File: src/mpir_pkg.sv
// -----------------------------------------------------------------------------
// mpir_pkg
// Types, operation codes and the group enable table of the masked priority
// interrupt register.
// -----------------------------------------------------------------------------
package mpir_pkg;

   localparam int unsigned SOURCE_COUNT = 32;
   localparam int unsigned GROUP_COUNT  = 10;

   typedef enum logic [2:0] {
      OP_SET      = 3'd0,
      OP_CLEAR    = 3'd1,
      OP_CLR_ALL  = 3'd2,
      OP_PUT_NCH  = 3'd3,
      OP_READ     = 3'd4,
      OP_LOAD_MSK = 3'd5,
      OP_SERVE    = 3'd6
   } op_type;

   localparam logic [SOURCE_COUNT-1:0] NMI_BIT   = 32'h8000_0000;
   localparam logic [SOURCE_COUNT-1:0] CHAN_BITS = 32'h000F_FFF0;

   // group g is mask bit 9-g
   localparam logic [SOURCE_COUNT-1:0] GROUP_ENABLE [GROUP_COUNT] = '{
      32'h4000_0000, 32'h2000_0000, 32'h1000_0000, 32'h0800_0000,
      32'h07F0_0000, 32'h000C_0000, 32'h0003_0000, 32'h0000_FC00,
      32'h0000_03F0, 32'h0000_000F
   };

   typedef struct packed {
      logic [2:0]  operation;
      logic [4:0]  source_number;
      logic [15:0] nonchannel_value;
      logic [9:0]  group_mask;
   } req_type;

   typedef struct packed {
      logic        request;
      logic [15:0] nonchannel_word;
      logic [15:0] channel_word;
      logic        served_valid;
      logic [4:0]  served_number;
      logic        served_is_channel;
   } rsp_type;

   // expand the group mask into the 32-bit enable word
   function automatic logic [SOURCE_COUNT-1:0] enable_word(
      input logic [GROUP_COUNT-1:0] mask
   );
      logic [SOURCE_COUNT-1:0] e;
      e = NMI_BIT;
      for (int g = 0; g < GROUP_COUNT; g++) begin
         if (mask[GROUP_COUNT-1-g]) begin
            e = e | GROUP_ENABLE[g];
         end
      end
      return e;
   endfunction

endpackage

File: src/mpir_if.sv
// -----------------------------------------------------------------------------
// mpir_if
// Valid/ready channels of the masked priority interrupt register: one for
// request items, one for result items.
// -----------------------------------------------------------------------------
interface mpir_req_if;
   logic              valid;
   logic              ready;
   mpir_pkg::req_type data;

   modport source (output valid, output data, input ready);
   modport sink   (input valid, input data, output ready);
endinterface

interface mpir_rsp_if;
   logic              valid;
   logic              ready;
   mpir_pkg::rsp_type data;

   modport source (output valid, output data, input ready);
   modport sink   (input valid, input data, output ready);
endinterface

File: src/masked_priority_interrupt_register.sv
// -----------------------------------------------------------------------------
// masked_priority_interrupt_register
// 32-source pending register with group mask, priority serve and packed
// status words on every result item.
// -----------------------------------------------------------------------------
// Pipeline: an accepted item waits in the input register; the state update and
// the result register take it once that register is empty or being taken.
// Throughput: one item per cycle while the result side takes results; bounded by
// the update of the pending word, which goes through a 32-bit priority encoder
// on serve.
// Reset: pending word and group mask cleared (only the non-maskable source
// enabled), both pipeline stages emptied.
module masked_priority_interrupt_register (
   input  logic        clock,
   input  logic        reset,
   mpir_req_if.sink    req_ch,
   mpir_rsp_if.source  rsp_ch
);

   logic                req_valid_ff;
   mpir_pkg::req_type   req_data_ff;
   logic                rsp_valid_ff;
   mpir_pkg::rsp_type   rsp_data_ff;
   mpir_pkg::rsp_type   rsp_data_in;

   logic [31:0]         pending_ff;
   logic [31:0]         pending_in;
   logic [9:0]          mask_ff;
   logic [9:0]          mask_in;

   logic                advance;
   logic [31:0]         live;
   logic                serve_hit;
   logic [4:0]          serve_num;
   logic [31:0]         src_bit;
   logic [31:0]         enable_in;

   // lowest source number = highest bit; byte-wise encode then byte select
   function automatic logic [4:0] first_source(input logic [31:0] word);
      logic [2:0] pos [4];
      logic [3:0] hit;
      logic [4:0] n;
      n = '0;
      for (int b = 0; b < 4; b++) begin
         pos[b] = '0;
         hit[b] = 1'b0;
         for (int k = 7; k >= 0; k--) begin
            if (word[31 - 8*b - k]) begin
               pos[b] = 3'(k);
               hit[b] = 1'b1;
            end
         end
      end
      for (int b = 3; b >= 0; b--) begin
         if (hit[b]) begin
            n = {2'(b), pos[b]};
         end
      end
      return n;
   endfunction

   assign advance       = req_valid_ff && (!rsp_valid_ff || rsp_ch.ready);
   assign req_ch.ready  = !req_valid_ff || advance;
   assign rsp_ch.valid  = rsp_valid_ff;
   assign rsp_ch.data   = rsp_data_ff;

   assign live      = pending_ff & mpir_pkg::enable_word(mask_ff);
   assign serve_hit = (live != '0);
   assign serve_num = first_source(live);
   assign src_bit   = mpir_pkg::NMI_BIT >> req_data_ff.source_number;

   always_comb begin
      pending_in = pending_ff;
      mask_in    = mask_ff;
      rsp_data_in.served_valid      = 1'b0;
      rsp_data_in.served_number     = '0;
      rsp_data_in.served_is_channel = 1'b0;
      unique case (mpir_pkg::op_type'(req_data_ff.operation))
         mpir_pkg::OP_SET: begin
            pending_in = pending_ff | src_bit;
         end
         mpir_pkg::OP_CLEAR: begin
            pending_in = pending_ff & ~src_bit;
         end
         mpir_pkg::OP_CLR_ALL: begin
            pending_in = '0;
         end
         mpir_pkg::OP_PUT_NCH: begin
            pending_in = (pending_ff & mpir_pkg::CHAN_BITS)
                       | {req_data_ff.nonchannel_value[15:4], 16'h0000,
                          req_data_ff.nonchannel_value[3:0]};
         end
         mpir_pkg::OP_LOAD_MSK: begin
            mask_in = req_data_ff.group_mask;
         end
         mpir_pkg::OP_SERVE: begin
            if (serve_hit) begin
               pending_in = pending_ff & ~(mpir_pkg::NMI_BIT >> serve_num);
               rsp_data_in.served_valid      = 1'b1;
               rsp_data_in.served_number     = serve_num;
               rsp_data_in.served_is_channel = (serve_num >= 5'd12) &&
                                               (serve_num <= 5'd27);
            end
         end
         default: begin
            // read and the unused code leave the state alone
         end
      endcase
      enable_in = mpir_pkg::enable_word(mask_in);
      rsp_data_in.request         = ((pending_in & enable_in) != '0);
      rsp_data_in.nonchannel_word = {pending_in[31:20], pending_in[3:0]};
      rsp_data_in.channel_word    = pending_in[19:4];
   end

   always_ff @(posedge clock) begin
      if (reset) begin
         req_valid_ff <= 1'b0;
         rsp_valid_ff <= 1'b0;
         pending_ff   <= '0;
         mask_ff      <= '0;
      end else begin
         if (req_ch.ready) begin
            req_valid_ff <= req_ch.valid;
         end
         if (advance) begin
            rsp_valid_ff <= 1'b1;
            pending_ff   <= pending_in;
            mask_ff      <= mask_in;
         end else if (rsp_ch.ready) begin
            rsp_valid_ff <= 1'b0;
         end
      end
   end

   always_ff @(posedge clock) begin
      if (req_ch.ready && req_ch.valid) begin
         req_data_ff <= req_ch.data;
      end
      if (advance) begin
         rsp_data_ff <= rsp_data_in;
      end
   end

   // only a serve reports a served source
   a_serve_only: assert property (@(posedge clock) disable iff (reset)
      advance && (req_data_ff.operation != mpir_pkg::OP_SERVE)
      |=> !rsp_data_ff.served_valid)
      else $error("served source reported for a non-serve item");

   // the encoder picks a live source
   a_serve_live: assert property (@(posedge clock) disable iff (reset)
      serve_hit |-> live[5'd31 - serve_num])
      else $error("priority encoder picked a source that is not live");

   // the served source is cleared
   a_serve_clear: assert property (@(posedge clock) disable iff (reset)
      advance && (req_data_ff.operation == mpir_pkg::OP_SERVE) && serve_hit
      |=> !pending_ff[5'd31 - $past(serve_num)])
      else $error("served source still pending");

   // a held result matches the state it was taken from
   a_rsp_state: assert property (@(posedge clock) disable iff (reset)
      rsp_valid_ff |-> (rsp_data_ff.channel_word == pending_ff[19:4]) &&
         (rsp_data_ff.request ==
          ((pending_ff & mpir_pkg::enable_word(mask_ff)) != '0)))
      else $error("result item out of step with pending state");

endmodule

File: src/flat_wrapper.sv
// flat-port wrapper written by rule: the top's interface ports become plain ports
module masked_priority_interrupt_register_flat 
  (clock, reset, req_ch_valid, req_ch_data, req_ch_ready, rsp_ch_valid, rsp_ch_data, rsp_ch_ready);
  mpir_req_if req_ch_i ();
  mpir_rsp_if rsp_ch_i ();
  input  logic clock;
  input  logic reset;
  input wire logic [$bits(req_ch_i.valid)-1:0] req_ch_valid;
  input wire logic [$bits(req_ch_i.data)-1:0] req_ch_data;
  output wire logic [$bits(req_ch_i.ready)-1:0] req_ch_ready;
  output wire logic [$bits(rsp_ch_i.valid)-1:0] rsp_ch_valid;
  output wire logic [$bits(rsp_ch_i.data)-1:0] rsp_ch_data;
  input wire logic [$bits(rsp_ch_i.ready)-1:0] rsp_ch_ready;
  assign req_ch_i.valid = req_ch_valid;
  assign req_ch_i.data = req_ch_data;
  assign req_ch_ready = req_ch_i.ready;
  assign rsp_ch_valid = rsp_ch_i.valid;
  assign rsp_ch_data = rsp_ch_i.data;
  assign rsp_ch_i.ready = rsp_ch_ready;
  masked_priority_interrupt_register u_core (.clock(clock), .reset(reset), .req_ch(req_ch_i), .rsp_ch(rsp_ch_i));
endmodule
File: config.mk
export PLATFORM = sky130hd
export DESIGN_NAME = masked_priority_interrupt_register_flat
export DESIGN_NICKNAME = d
export VERILOG_FILES = /design/src/mpir_pkg.sv /design/src/mpir_if.sv /design/src/masked_priority_interrupt_register.sv /design/src/flat_wrapper.sv
export SDC_FILE = /design/constraint.sdc
export NUM_CORES = 1
export LEC_CHECK = 0
export ABC_CLOCK_PERIOD_IN_PS = 3600
export BUFFER_PORTS_ARGS = -buffer_cell sky130_fd_sc_hd__buf_2
export CORE_UTILIZATION = 41
export CTS_BUF_LIST = sky130_fd_sc_hd__clkbuf_4
export DETAILED_ROUTE_END_ITERATION = 10
export PLACE_DENSITY = 0.61
export SYNTH_ARGS = -nofsm -noshare
export SYNTH_HDL_FRONTEND = slang
export SYNTH_SLANG_ARGS = --single-unit
File: constraint.sdc
create_clock -name clock -period 3.6 [get_ports clock]
set_input_delay 0.36 -clock clock [delete_from_list [all_inputs] [get_ports clock]]
set_output_delay 0.36 -clock clock [all_outputs]
set_load 0.005 [all_outputs]
==> reports/qor.txt <==
outcome - completed
chip width - 126 um
antenna-violating nets left - 0
library cells used by synthesis - 62
Least-Margin Pin Slew - 0.949 ns
final hold violation count - 0
first-pass GRT wire length - 35200 um
cell-internal power - 2.20 mW
VDD IR max - 435 uV
layout cells sized above 1 - 0.262
Core ar. - 14800 um2
Startpoint Class - flop
endpoints failing setup - 0
number of vias per cell - 5.97
GR Util All Layers - 0.299
Routability Congestion - 0.944
#FFs+latches synth - 118
total negative setup slack - 0 ns
Net Sw Frac - 0.267
fill cell count - 1380
HP Class - in -> reg
DRC errors left - 0
nets - 940
arrival time at the worst endpoint - 3.86 ns
Synth top area share - 0.352
via count - 6564
leak pwr - 3.14 nW
share of flip-flops with an asynchronous set or reset - 0
crit end category - flop
syn nets - 754
synthesized area - 6310 um2
Worst-Skew Late Latency - 0.54 ns
Iteration-0 DRC Markers - 653
cell accounting for the most synthesized area - edfxtp_1
slew margin rel. - 0.367
CTS buffer count - 17
Initial Util - 0.427
Clock power frac - 0.354
fin crit share - 0.994
max-slew violation count - 0
die height - 126 um
DR pass1 iterations - 7
worst path cell trace - o41ai_4 -> nand3_2 -> or3_4 -> or3_4 -> a21oi_2 -> a31oi_1 -> or4_4 -> nor3_4 -> o22ai_2 -> or4_1
commonest non-fill, non-tap cell in the layout - nand2_1
CTS tree - built
critical path's largest stage delay - 0.57 ns
most used cell, CP - or3_4
IO buf count - 79
top cells by area, synth - edfxtp_1, dfxtp_1, nand2_1
combinational fraction of design power - 0.136
PwrDens - 365 nW/um2
Fmax achieved - 280 MHz
largest net degree at the start of global routing - 46
die area - 15900 um2
Post-synth EDFFs - 74
P&R area growth vs syn - 30.6%
Post-DP HPWL - 16700 um
wire per inst - 21.1 um
CTS max path bufs - 2
most frequent cells in the layout - nand2_1, buf_4, a21oi_1, buf_2, edfxtp_1
crit path max fanout - 4
Max Cap Viol - 0
H-tree depth - 4
# IOs - 80
routed wire length - 23200 um
Yosys warnings - 0
CTS clk-pin slew, worst paths - 0.10 ns
sw power - 803 uW
cell count after synthesis - 716
CP Class - reg -> reg
worst clock skew - 0.0160 ns
Hold Slack - 0.0491 ns
clock sink count - 118
Syn Area/Cell - 8.81 um2
total grt overflow - 0
Flop pwr share - 0.510
Seq/Total Area, Yosys - 0.492
top_reg_cell synth - edfxtp_1
Crit path required time - 3.88 ns
CTS root buf - clkbuf_4
initial antenna violation count - 0
number of global-route vias before repair - 6137
Final min period - 3.58 ns
n_diodes - 0
RSZ-0062 raised after global routing - yes
site row count - 44
Slowest-stage cell, CP - or4_4
metrics by stage:
| step | power (mW) | util | worst slack, ns | instances | instance area (um2) |
|---|---|---|---|---|---|
| after floorplan | 1.75 | - | 0.197 | 716 | 6310 |
| after global placement | 1.92 | 0.504 | -0.0509 | 1027 | 7440 |
| after detailed placement | 1.92 | 0.504 | -0.0820 | 1027 | 7440 |
| after CTS | 3.00 | 0.551 | 0.00609 | 1093 | 8120 |
| after global routing | 3.12 | 0.558 | -0.0636 | 1099 | 8240 |
| final | 3.01 | 0.558 | 0.0224 | 1099 | 8240 |
synthesized netlist by cell type, drive strengths merged, types with 2 or more instances:
cell type,number
o31a,3
a31oi,17
nor2,71
nor3,22
o21a,5
o31ai,3
nor3b,4
edfxtp,74
o221ai,2
and2,6
o21ai,50
a22o,2
buf,14
dfxtp,44
inv,17
o41a,3
a21boi,2
and3,2
nand3,21
or3,3
nand2b,4
a2bb2oi,2
o211ai,6
a22oi,10
nand2,134
o41ai,5
nand4,3
or4,2
a21oi,89
a41oi,10
clkbuf,31
nand3b,3
a211oi,3
o311ai,3
o22ai,7
nor2b,6
mux2i,15
o22a,4
worst paths after layout:
kind	from	end	slack [ns]	depth (start not counted)
min reg2reg	u_core.mask_ff[7]	u_core.mask_ff[7]	0.49	2
min	req_ch_valid	u_core.req_valid_ff	0.05	3
max reg2reg	u_core.pending_ff[23]	u_core.rsp_ch.data[39]	0.02	10
max	u_core.pending_ff[23]	u_core.rsp_ch.data[39]	0.02	10
layer usage:
layer | part of all wire | vias to the layer above | wire length (um) | track usage
li1 | - | 3010 | - | -
met1 | 0.44 | 3154 | 10300 | 0.417
met2 | 0.45 | 348 | 10400 | 0.458
met3 | 0.077 | 52 | 1790 | 0.0637
met4 | 0.028 | 0 | 654 | 0.104
met5 | 0 | - | 0 | 0
timing repair:
item                                   CTS  global route
pin swaps                                0             9
endpoints found under the hold margin   34             0
buffers inserted                         0             6
setup endpoints to repair                1             1
gates resized for setup                  4            20
hold buffers                            34             0
critical path, delay by kind of cell (launching register included):
family / cells / cell delay (ns)
AO/OA/AOI/OAI: 4 / 0.75
flip-flops: 1 / 0.35
AND/OR/NAND/NOR: 6 / 2.21
final cells by class:
type	instances	area, um2	share of cell area
Clock inverter	15	186	0.0226
Clock buffer	17	128	0.0155
Sequential cell	118	3110	0.377
Multi-Input combinational cell	536	3020	0.366
Tap cell	184	230	0.0279
Inverter	17	63.8	0.00775
Timing Repair Buffer	212	1500	0.183
sequential cells by signal, summed over array words and instances (netlist names):
name                 cells
u_core.rsp_ch.valid      1
u_core.pending_ff       32
u_core.mask_ff          10
u_core.req_valid_ff      1
u_core.req_data_ff      34
u_core.rsp_ch.data      40
power groups by stage:
stage / logic, mW / clock network [mW] / registers (mW)
finish: 0.408 / 1.06 / 1.53
global route: 0.436 / 1.14 / 1.54
CTS: 0.391 / 1.08 / 1.53
detailed placement: 0.361 / 0 / 1.56
global placement: 0.360 / 0 / 1.56
floorplan: 0.186 / 0 / 1.56
kinds of logic (layout without fill, tap and decap cells):
logic type	count (synthesis)	count (layout)	synth area share
buffers and inverters	62	261	0.0456
DFF	118	118	0.492
and+or+nand+nor	286	286	0.202
AOI/OAI and AO/OA	235	235	0.237
muxes	15	15	0.0238
Power figures use the tool's default switching activity.
